<file path="config.mk">
export PLATFORM = sky130hd
export DESIGN_NAME = url_safe_base64_encoder_unit_flat
export DESIGN_NICKNAME = d
export VERILOG_FILES = /design/src/hdl/ube64_pkg.sv /design/src/hdl/ube64_if.sv /design/src/hdl/ube64_front.sv /design/src/hdl/ube64_fifo.sv /design/src/hdl/ube64_back.sv /design/src/hdl/url_safe_base64_encoder_unit.sv /design/src/flat_wrapper.sv
export SDC_FILE = /design/constraint.sdc
export NUM_CORES = 1
export LEC_CHECK = 0
export ABC_CLOCK_PERIOD_IN_PS = 5900
export BUFFER_PORTS_ARGS = -buffer_cell sky130_fd_sc_hd__buf_2
export CAP_MARGIN = 20
export CORE_MARGIN = 2
export CORE_UTILIZATION = 45
export DETAILED_ROUTE_END_ITERATION = 6
export GPL_TIMING_DRIVEN = 0
export HOLD_SLACK_MARGIN = 0.06
export PLACE_DENSITY_LB_ADDON = 0.3
export SYNTH_ARGS = -nofsm -noshare
export SYNTH_HDL_FRONTEND = slang
export SYNTH_SLANG_ARGS = --single-unit
</file>
<file path="constraint.sdc">
create_clock -name clk_i -period 5.9 [get_ports clk_i]
set_input_delay 0.295 -clock clk_i [delete_from_list [all_inputs] [get_ports clk_i]]
set_output_delay 0.295 -clock clk_i [all_outputs]
set_load 0.03 [all_outputs]
</file>
<file path="src/hdl/ube64_pkg.sv">
// ----------------------------------------------------------------------------
// ube64_pkg
// Shared types, constants and the alphabet lookup for the URL-safe base64
// encoder.
// ----------------------------------------------------------------------------
`default_nettype none

package ube64_pkg;

  localparam int unsigned QueueDepth = 2;
  localparam int unsigned GroupChars = 4;

  localparam logic [7:0] PadChar = 8'h2d;  // '-'

  // position of the next byte within its group of three
  typedef enum logic [1:0] {
    PH_FIRST  = 2'd0,
    PH_SECOND = 2'd1,
    PH_THIRD  = 2'd2
  } phase_e;

  // one accepted byte worth of output characters
  typedef struct packed {
    logic [GroupChars-1:0][7:0] chars;     // chars[0] goes out first
    logic [1:0]                 last_idx;  // index of the final char of this word
    logic                       fin;       // word closes the message
  } job_t;

  // 6-bit value to ASCII: A-Z, a-z, 0-9, '.', '_'
  function automatic logic [7:0] enc_char(input logic [5:0] v);
    logic [7:0] c;
    c = 8'h5f;
    if (v < 6'd26) begin
      c = 8'h41 + {2'b00, v};
    end else if (v < 6'd52) begin
      c = 8'h61 + {2'b00, v} - 8'd26;
    end else if (v < 6'd62) begin
      c = 8'h30 + {2'b00, v} - 8'd52;
    end else if (v == 6'd62) begin
      c = 8'h2e;
    end
    return c;
  endfunction

endpackage

`default_nettype wire

</file>
<file path="src/hdl/ube64_if.sv">
// ----------------------------------------------------------------------------
// ube64_if
// Valid/ready channel interfaces for raw bytes and encoded characters.
// ----------------------------------------------------------------------------
`default_nettype none

interface ube64_byte_if;
  logic       valid;
  logic       ready;
  logic [7:0] data_byte;
  logic       is_final;

  modport source (output valid, output data_byte, output is_final, input ready);
  modport sink   (input valid, input data_byte, input is_final, output ready);
endinterface

interface ube64_char_if;
  logic       valid;
  logic       ready;
  logic [7:0] out_char;
  logic       out_last;

  modport source (output valid, output out_char, output out_last, input ready);
  modport sink   (input valid, input out_char, input out_last, output ready);
endinterface

`default_nettype wire

</file>
<file path="src/hdl/ube64_front.sv">
// ----------------------------------------------------------------------------
// ube64_front
// Accepts bytes, tracks group phase and carry bits, and builds the word of
// characters each byte produces.
// ----------------------------------------------------------------------------
`default_nettype none

module ube64_front (
  input  wire logic           clk_i,
  input  wire logic           rst_ni,
  ube64_byte_if.sink          in_i,
  input  wire logic           full_i,
  output logic                push_o,
  output ube64_pkg::job_t     job_o
);
  import ube64_pkg::*;

  phase_e     phase_q, phase_d;
  logic [3:0] carry_q, carry_d;
  logic [7:0] b;
  logic       fin;
  logic       take;

  assign b      = in_i.data_byte;
  assign fin    = in_i.is_final;
  assign in_i.ready = !full_i;
  assign take   = in_i.valid && !full_i;
  assign push_o = take;

  always_comb begin
    job_o.chars    = '{default: PadChar};
    job_o.fin      = fin;
    job_o.last_idx = 2'd0;
    phase_d        = phase_q;
    carry_d        = carry_q;
    case (phase_q)
      PH_SECOND: begin
        job_o.chars[0] = enc_char({carry_q[1:0], b[7:4]});
        if (fin) begin
          job_o.chars[1] = enc_char({b[3:0], 2'b00});
          job_o.last_idx = 2'd2;
        end
        carry_d = b[3:0];
        phase_d = PH_THIRD;
      end
      PH_THIRD: begin
        job_o.chars[0] = enc_char({carry_q, b[7:6]});
        job_o.chars[1] = enc_char(b[5:0]);
        job_o.last_idx = 2'd1;
        carry_d = 4'd0;
        phase_d = PH_FIRST;
      end
      default: begin
        // the unused phase code behaves as the first byte of a group
        job_o.chars[0] = enc_char(b[7:2]);
        if (fin) begin
          job_o.chars[1] = enc_char({b[1:0], 4'b0000});
          job_o.last_idx = 2'd3;
        end
        carry_d = {2'b00, b[1:0]};
        phase_d = PH_SECOND;
      end
    endcase
    if (fin) begin
      carry_d = 4'd0;
      phase_d = PH_FIRST;
    end
  end

  always_ff @(posedge clk_i or negedge rst_ni) begin
    if (!rst_ni) begin
      phase_q <= PH_FIRST;
      carry_q <= 4'd0;
    end else if (take) begin
      phase_q <= phase_d;
      carry_q <= carry_d;
    end
  end

  // carry holds only two bits after the first byte of a group
  a_carry_narrow: assert property (@(posedge clk_i) disable iff (!rst_ni)
    (phase_q == PH_SECOND) |-> (carry_q[3:2] == 2'b00))
    else $error("carry bits too wide after first byte");

endmodule

`default_nettype wire

</file>
<file path="src/hdl/ube64_fifo.sv">
// ----------------------------------------------------------------------------
// ube64_fifo
// Short queue of character words between the front and the back.
// ----------------------------------------------------------------------------
`default_nettype none

module ube64_fifo #(
  parameter int unsigned Depth = ube64_pkg::QueueDepth  // 2 or more
) (
  input  wire logic             clk_i,
  input  wire logic             rst_ni,
  input  wire logic             push_i,
  input  wire ube64_pkg::job_t  push_data_i,
  output logic                  full_o,
  input  wire logic             pop_i,
  output ube64_pkg::job_t       pop_data_o,
  output logic                  empty_o
);
  import ube64_pkg::*;

  localparam int unsigned IdxW = $clog2(Depth);
  localparam int unsigned CntW = $clog2(Depth + 1);

  job_t            mem_q [Depth];
  logic [IdxW-1:0] wr_ptr_q, rd_ptr_q;
  logic [CntW-1:0] cnt_q, cnt_d;
  logic            do_push, do_pop;

  assign full_o     = (cnt_q == CntW'(Depth));
  assign empty_o    = (cnt_q == '0);
  assign do_push    = push_i && !full_o;
  assign do_pop     = pop_i && !empty_o;
  assign pop_data_o = mem_q[rd_ptr_q];

  function automatic logic [IdxW-1:0] wrap_inc(input logic [IdxW-1:0] p);
    return (p == IdxW'(Depth - 1)) ? '0 : p + 1'b1;
  endfunction

  always_comb begin
    cnt_d = cnt_q;
    if (do_push && !do_pop) begin
      cnt_d = cnt_q + 1'b1;
    end else if (do_pop && !do_push) begin
      cnt_d = cnt_q - 1'b1;
    end
  end

  always_ff @(posedge clk_i or negedge rst_ni) begin
    if (!rst_ni) begin
      wr_ptr_q <= '0;
      rd_ptr_q <= '0;
      cnt_q    <= '0;
    end else begin
      cnt_q <= cnt_d;
      if (do_push) wr_ptr_q <= wrap_inc(wr_ptr_q);
      if (do_pop)  rd_ptr_q <= wrap_inc(rd_ptr_q);
    end
  end

  always_ff @(posedge clk_i) begin
    if (do_push) begin
      mem_q[wr_ptr_q] <= push_data_i;
    end
  end

  a_cnt_bound: assert property (@(posedge clk_i) disable iff (!rst_ni)
    cnt_q <= CntW'(Depth))
    else $error("queue count exceeds depth");

  a_ptr_sync: assert property (@(posedge clk_i) disable iff (!rst_ni)
    (empty_o || full_o) |-> (wr_ptr_q == rd_ptr_q))
    else $error("queue pointers disagree with count");

endmodule

`default_nettype wire

</file>
<file path="src/hdl/ube64_back.sv">
// ----------------------------------------------------------------------------
// ube64_back
// Walks each queued word one character per cycle, while the receiver is ready, into the output register.
// ----------------------------------------------------------------------------
`default_nettype none

module ube64_back (
  input  wire logic             clk_i,
  input  wire logic             rst_ni,
  input  wire ube64_pkg::job_t  job_i,
  input  wire logic             empty_i,
  output logic                  pop_o,
  ube64_char_if.source          out_o
);
  import ube64_pkg::*;

  logic [1:0] idx_q, idx_d;
  logic       vld_q, vld_d;
  logic [7:0] char_q, char_d;
  logic       last_q, last_d;
  logic       load;
  logic       word_end;

  assign load     = !vld_q || out_o.ready;
  assign word_end = (idx_q == job_i.last_idx);

  always_comb begin
    idx_d  = idx_q;
    vld_d  = vld_q;
    char_d = char_q;
    last_d = last_q;
    pop_o  = 1'b0;
    if (load) begin
      vld_d  = !empty_i;
      char_d = job_i.chars[idx_q];
      last_d = job_i.fin && word_end;
      if (!empty_i) begin
        if (word_end) begin
          idx_d = 2'd0;
          pop_o = 1'b1;
        end else begin
          idx_d = idx_q + 2'd1;
        end
      end
    end
  end

  always_ff @(posedge clk_i or negedge rst_ni) begin
    if (!rst_ni) begin
      idx_q <= 2'd0;
      vld_q <= 1'b0;
    end else begin
      idx_q <= idx_d;
      vld_q <= vld_d;
    end
  end

  always_ff @(posedge clk_i) begin
    char_q <= char_d;
    last_q <= last_d;
  end

  assign out_o.valid    = vld_q;
  assign out_o.out_char = char_q;
  assign out_o.out_last = last_q;

  // a word in progress stays at the head of the queue until its last char
  a_idx_needs_word: assert property (@(posedge clk_i) disable iff (!rst_ni)
    (idx_q != 2'd0) |-> !empty_i)
    else $error("character index set with no queued word");

endmodule

`default_nettype wire

</file>
<file path="src/hdl/url_safe_base64_encoder_unit.sv">
// ----------------------------------------------------------------------------
// url_safe_base64_encoder_unit
// URL-safe base64 encoder: each accepted byte becomes one word of characters, sent out one character at a time.
//
// Input channel in_i carries a message byte and a flag on its final byte.
// Output channel out_o carries ASCII characters (A-Z a-z 0-9 . _) and the
// '-' pad; out_last marks the final character of the message.
// A byte yields 1 or 2 characters mid-message; the final byte yields the
// rest of its group padded to four characters (2 to 4 characters).
// A byte's first character is registered in the word queue and then in the
// output register before it is valid. The output register sends one
// character per cycle while the receiver is ready. The input keeps
// accepting while the word queue has room, so bytes are taken while
// earlier characters are still waiting.
// Reset clears the group phase, carry bits, queue and output valid flag.
// When the receiver stalls, the output register holds its character and
// the queue fills; in_i.ready drops once the queue is full.
// ----------------------------------------------------------------------------
`default_nettype none

module url_safe_base64_encoder_unit #(
  parameter int unsigned FifoDepth = ube64_pkg::QueueDepth
) (
  input  wire logic    clk_i,
  input  wire logic    rst_ni,
  ube64_byte_if.sink   in_i,
  ube64_char_if.source out_o
);
  import ube64_pkg::*;

  job_t push_job, head_job;
  logic push, full, pop, empty;

  ube64_front u_front (
    .clk_i  (clk_i),
    .rst_ni (rst_ni),
    .in_i   (in_i),
    .full_i (full),
    .push_o (push),
    .job_o  (push_job)
  );

  ube64_fifo #(
    .Depth (FifoDepth)
  ) u_fifo (
    .clk_i       (clk_i),
    .rst_ni      (rst_ni),
    .push_i      (push),
    .push_data_i (push_job),
    .full_o      (full),
    .pop_i       (pop),
    .pop_data_o  (head_job),
    .empty_o     (empty)
  );

  ube64_back u_back (
    .clk_i   (clk_i),
    .rst_ni  (rst_ni),
    .job_i   (head_job),
    .empty_i (empty),
    .pop_o   (pop),
    .out_o   (out_o)
  );

endmodule

`default_nettype wire
</file>
<file path="src/flat_wrapper.sv">
// flat-port wrapper written by rule: the top's interface ports become plain ports
module url_safe_base64_encoder_unit_flat import ube64_pkg::*;
#(
  parameter int unsigned FifoDepth = ube64_pkg::QueueDepth
)
  (clk_i, rst_ni, in_i_valid, in_i_data_byte, in_i_is_final, in_i_ready, out_o_valid, out_o_out_char, out_o_out_last, out_o_ready);
  ube64_byte_if in_i_i ();
  ube64_char_if out_o_i ();
  input  wire logic clk_i;
  input  wire logic rst_ni;
  input wire logic [$bits(in_i_i.valid)-1:0] in_i_valid;
  input wire logic [$bits(in_i_i.data_byte)-1:0] in_i_data_byte;
  input wire logic [$bits(in_i_i.is_final)-1:0] in_i_is_final;
  output wire logic [$bits(in_i_i.ready)-1:0] in_i_ready;
  output wire logic [$bits(out_o_i.valid)-1:0] out_o_valid;
  output wire logic [$bits(out_o_i.out_char)-1:0] out_o_out_char;
  output wire logic [$bits(out_o_i.out_last)-1:0] out_o_out_last;
  input wire logic [$bits(out_o_i.ready)-1:0] out_o_ready;
  assign in_i_i.valid = in_i_valid;
  assign in_i_i.data_byte = in_i_data_byte;
  assign in_i_i.is_final = in_i_is_final;
  assign in_i_ready = in_i_i.ready;
  assign out_o_valid = out_o_i.valid;
  assign out_o_out_char = out_o_i.out_char;
  assign out_o_out_last = out_o_i.out_last;
  assign out_o_i.ready = out_o_ready;
  url_safe_base64_encoder_unit #(.FifoDepth(FifoDepth)) u_core (.clk_i(clk_i), .rst_ni(rst_ni), .in_i(in_i_i), .out_o(out_o_i));
endmodule
</file>
# Word level (Yosys, flattened, before mapping)

Memories as Yosys holds them, arrays and structs flattened.
Cells that the tools add are included.
Widths: inputs -> output; s select.

Flip-flop bits (word level): 22
Bits in writable memories: 38
Input port bits: 13
Output and inout bits: 11
Logic and storage cells: 131
Memories: 1

Add/sub/neg operators: 35
Order comparisons: 19
Eq/ne operators: 8
Mux-type cells: 43
Bitwise operators: 1
Reductions and logical operators: 15

Memories:

| name                | depth | width | rd ports | clocked after memory_dff | wr ports | line             | RTL |
|---|---|---|---|---|---|---|---|
| u_core.u_fifo.mem_q | 2     | 19    | 1        | 0                        | 1        | ube64_fifo.sv:24 | `job_t mem_q [Depth];` |

Operators with widths:

| operator            | count |
|---|---|
| $mux 8              | 21 |
| $add 7x6->8 const A | 12 |
| $lt 6x6->1 const B  | 12 |
| $sub 7x6->8 const B | 6 |
| $sub 8x5->8 const B | 6 |
| $add 6x6->7 const A | 6 |
| $lt 6x5->1 const B  | 6 |
| $pmux 18 s2         | 1 |
| $mux 7              | 4 |
| $eq 6x6->1 const B  | 4 |
| $bmux 8 s2          | 1 |
| $mux 2              | 6 |
| $pmux 4 s2          | 1 |
| $mux 1              | 7 |
| $logic_and 1x1->1   | 6 |
| $logic_not 1->1     | 5 |
| $add 2x1->2 const B | 2 |
| $eq 2x2->1 const B  | 2 |
| $mux 4              | 1 |
| $pmux 2 s2          | 1 |
| $lt 2x3->1 const B  | 1 |
| $add 1x1->1 const B | 2 |
| $eq 2x1->1 const B  | 1 |
| $eq 2x2->1          | 1 |
| other kinds (6)     | 6 |

# Longest topological paths before layout

An unclocked memory read counts as a cell.

Word-level depth: 9
Mapped depth: 10
Mapped depth without buffers: 8

# Cells and area by module

A second synthesis with hierarchy kept.

Cell total of the unflattened synthesis: 565
Area, all modules: 6,173.4 um^2

Modules (own cells, without submodules):

| module      | instances | cells an instance | area each (um^2) | sequential area each (um^2) |
|---|---|---|---|---|
| ube64_fifo  | 1         | 128               | 2,872.8          | 2,202.1 |
| ube64_front | 1         | 398               | 2,655.0          | 150.1 |
| ube64_back  | 1         | 39                | 645.6            | 345.3 |

# Worst setup path after synthesis

Ideal clock, no wire load.

Path kind: flip-flop to flip-flop
From: register u_core.u_front.carry_q[1]
To: memory u_core.u_fifo.mem_q[0][4] (netlist name) (data pin)
Setup time: 0.275 ns
Data arrival time: 2.008 ns
Required time: 5.625 ns
Slack: 3.617 ns
Stages on the path, launching flop included: 9
Buffers on the path: 1
Period minus slack after synthesis: 2.283 ns
Path through: dfrtp_1 clkbuf_1 inv_1 ha_1 nand3b_1 mux2i_1 mux2_1 a221oi_1 a21oi_1

RTL lines:

| item                     | line              | RTL |
|---|---|---|
| start: declaration       | ube64_front.sv:19 | `logic [3:0] carry_q, carry_d;` |
| start signal: assignment | ube64_front.sv:76 | `carry_q <= carry_d;` |
| end: declaration         | ube64_fifo.sv:24  |  |

==> impl_metrics.env <==
export IMPL_die_y_um=103.5
export IMPL_cts_htree_levels=3
export IMPL_status="complete, no violations"
export IMPL_hpwlAfterDp_um=8640
export IMPL_switching_share_pct=40.41
export IMPL_grt_overflow=0
export IMPL_synth_nets=484
export IMPL_routed_wirelength_um=11740
export IMPL_drive_above_1_share_pct=16.19
export IMPL_path_class="reg -> reg"
export IMPL_routedWlPerCell_um=18.90
export IMPL_finalWeightedCongestion=0.9173
export IMPL_synth_top_area_share_pct=31.67
export IMPL_start_kind="flip-flop"
export IMPL_route_detailed_drc=0
export IMPL_p_per_area_nw_per_um2=430.9
export IMPL_fill_cells=888
export IMPL_antenna_cells=0
export IMPL_clock_path_buffers=2
export IMPL_avgViaCountPerCell=6.164
export IMPL_relSlewSlack_pct=44.30
export IMPL_num_vias=3828
export IMPL_combPwrFrac_pct=48.5
export IMPL_post_cts_resized=0
export IMPL_ys_warn_count=0
export IMPL_synth_edf_count=47
export IMPL_drtPass1Iterations=5
export IMPL_arrival_ns=3.11
export IMPL_port_buffers=23
export IMPL_synth_area_leaders="edfxtp_1, dfrtp_1, ha_1"
export IMPL_initialDrtViolationCount=378
export IMPL_period_share_pct=51.02
export IMPL_floorplan_initialDensity_pct=46.02
export IMPL_p_clk_share_pct=15.7
export IMPL_fin_nets=520
export IMPL_clock_sink_count=60
export IMPL_hold_viol_final=0
export IMPL_grt_pass1_wl_um=19170
export IMPL_p_seq_share_pct=35.7
export IMPL_synth_top_area_cell="edfxtp_1"
export IMPL_antenna_found_initial=0
export IMPL_setup_violations=0
export IMPL_async_flop_share_pct=21.67
export IMPL_synth_compound_area_share_pct=21.45
export IMPL_yosys_top_cells_count="edfxtp_1, nand2_1, a21oi_1"
export IMPL_die_area_um2=10720
export IMPL_synth_xor_area_share_pct=4.716
export IMPL_cts_tree="done"
export IMPL_yosys_register_bits=60
export IMPL_synth_most_common_cell="edfxtp_1"
export IMPL_synthAdderAreaFrac_pct=6.738
export IMPL_synthSimpleGateAreaFrac_pct=16.31
export IMPL_hold_path_class="in -> reg"
export IMPL_cp_required_ns=5.99
export IMPL_slew_violations=0
export IMPL_cts_clk_slew_worst_paths_ns=0.06
export IMPL_finalSetupTns_ns=0
export IMPL_tightest_slew_ns=0.8354
export IMPL_fin_skew_ns=0.007904
export IMPL_utilization_pct=51.09
export IMPL_chipWidth_um=103.5
export IMPL_cts_buffers=9
export IMPL_cts_root_buf="clkbuf_8"
export IMPL_synth_top_family_by_area="compound AO/OA/AOI/OAI gates"
export IMPL_core_um2=9684
export IMPL_grt_pass1_vias=3667
export IMPL_endpoint_kind="flip-flop"
export IMPL_ir_drop_mv=0.1783
export IMPL_syn_inst=447
export IMPL_synthMuxAreaShare_pct=6.345
export IMPL_crit_fanout=10
export IMPL_rows=36
export IMPL_io_pins=24
export IMPL_power_net_switching_uw=861.5
export IMPL_grt_max_degree=20
export IMPL_period_minus_slack_ns=3.010
export IMPL_seq_area_frac_synth_pct=38.97
export IMPL_ant_nets=0
export IMPL_fmax_mhz=332.2
export IMPL_syn_avg_cell_area_um2=9.970
export IMPL_drv_cap=0
export IMPL_p_int_uw=1271
export IMPL_insertion_delay_ns=0.34
export IMPL_ys_dominant_reg_cell="edfxtp_1"
export IMPL_p_leak_uw=0.001888
export IMPL_rsz0062_at_grt="false"
export IMPL_syn2layout_area_growth_pct=11.00
export IMPL_grt_util_all_layers_pct=22.35
export IMPL_netlist_area_um2=4457
export IMPL_synth_cell_types=73
## cell usage in the layout, fill, tap and decap left out, types with 14 or more instances in the layout
cell	n
nor3_1	15
inv_1	14
buf_2	35
edfxtp_1	47
a21oi_1	26
ha_1	24
nand3_1	16
xnor2_1	20
nand2_1	29
o21ai_0	24
## metal layers
metal,vias to the layer above,track usage (%),part of all wire (%)
met1,1806,30.11,41
li1,1768,-,-
met3,27,3.587,8.5
met5,-,0,0
met2,227,36.66,48
met4,0,8.012,2.6
## path summary, 6_finish.rpt
path                                           startpoint                   endpoint  slack (ns)  depth (start not counted)
max in group asynchronous                          rst_ni  u_core.u_front.phase_q[0]        5.29                          2
worst min-delay path                        in_i_is_final  u_core.u_fifo.mem_q[1][0]        0.29                          1
min in group asynchronous                          rst_ni     u_core.u_fifo.wr_ptr_q        0.38                          2
worst min register to register     u_core.u_fifo.wr_ptr_q     u_core.u_fifo.wr_ptr_q        0.52                          1
worst max-delay path            u_core.u_front.carry_q[1]  u_core.u_fifo.mem_q[0][5]        2.89                          8
worst max register to register  u_core.u_front.carry_q[1]  u_core.u_fifo.mem_q[0][5]        2.89                          8
## flip-flops by register name, indices dropped and copies added, names as in the netlist, 2 cells and up
| signal | cells |
|---|---|
| u_core.u_fifo.mem_q | 38 |
| u_core.u_back.out_o.out_char | 8 |
| u_core.u_front.carry_q | 4 |
| u_core.u_back.idx_q | 2 |
| u_core.u_fifo.cnt_q | 2 |
| u_core.u_front.phase_q | 2 |
## final cells by class
type / instances / area [µm²] / area share [%]
Timing Repair Buffer: 25 / 140.1 / 2.833
Buffer: 32 / 176.4 / 3.566
Tap cell: 133 / 166.4 / 3.364
Multi-Input combinational cell: 337 / 2479 / 50.10
Inverter: 18 / 67.56 / 1.366
Clock inverter: 7 / 57.56 / 1.163
Sequential cell: 60 / 1737 / 35.10
Clock buffer: 9 / 123.9 / 2.504
## worst max-delay path, cell delays in order, from the launching register on
cell and delay [ns]:
dfrtp_1 0.45, clkbuf_1 0.39, inv_1 0.22, ha_1 0.30, and3b_1 0.32, mux2_2 0.35, a21oi_1 0.17, o211ai_1 0.15
a32oi_1 0.40
## through the flow
| stage | setup WS, ns | instance area (µm²) | std cells | hold slack [ns] | power [µW] |
|---|---|---|---|---|---|
| 2_1_floorplan | 3.617 | 4457 | 447 | -0.0005911 | 1498 |
| 3_5_place_dp | 3.030 | 4756 | 604 | 0.2008 | 1788 |
| 6_report | 2.890 | 4947 | 621 | 0.2867 | 2132 |
| 4_1_cts | 2.989 | 4947 | 621 | 0.2651 | 2128 |
| 5_1_grt | 2.668 | 4947 | 621 | 0.2844 | 2265 |
| 3_3_place_gp | 3.046 | 4738 | 603 | 0.1910 | 1742 |
## what timing repair did
item                      4_1_cts  5_1_grt
hold buffers                    1        0
hold endpoints to repair       13        0
buffers inserted                0        0
## cell families (layout without fill, tap and decap cells)
| family | after synthesis | in the layout |
|---|---|---|
| AOI/OAI and AO/OA | 138 | 138 |
| xor gates and xnor gates | 24 | 24 |
| adders and majority gates | 24 | 24 |
| buffers and inverters | 50 | 91 |
| DFF | 60 | 60 |
| muxes | 18 | 18 |
| and+or+nand+nor | 133 | 133 |
## power groups by stage
stage | Combinational, µW | Sequential, µW | Clock (µW)
4_1_cts | 1020 | 764 | 340
5_1_grt | 1120 | 781 | 359
3_5_place_dp | 1020 | 771 | 0
6_report | 1030 | 762 | 335
3_3_place_gp | 980 | 763 | 0
2_1_floorplan | 676 | 823 | 0
Note: power is estimated with default switching activity, not from simulation.
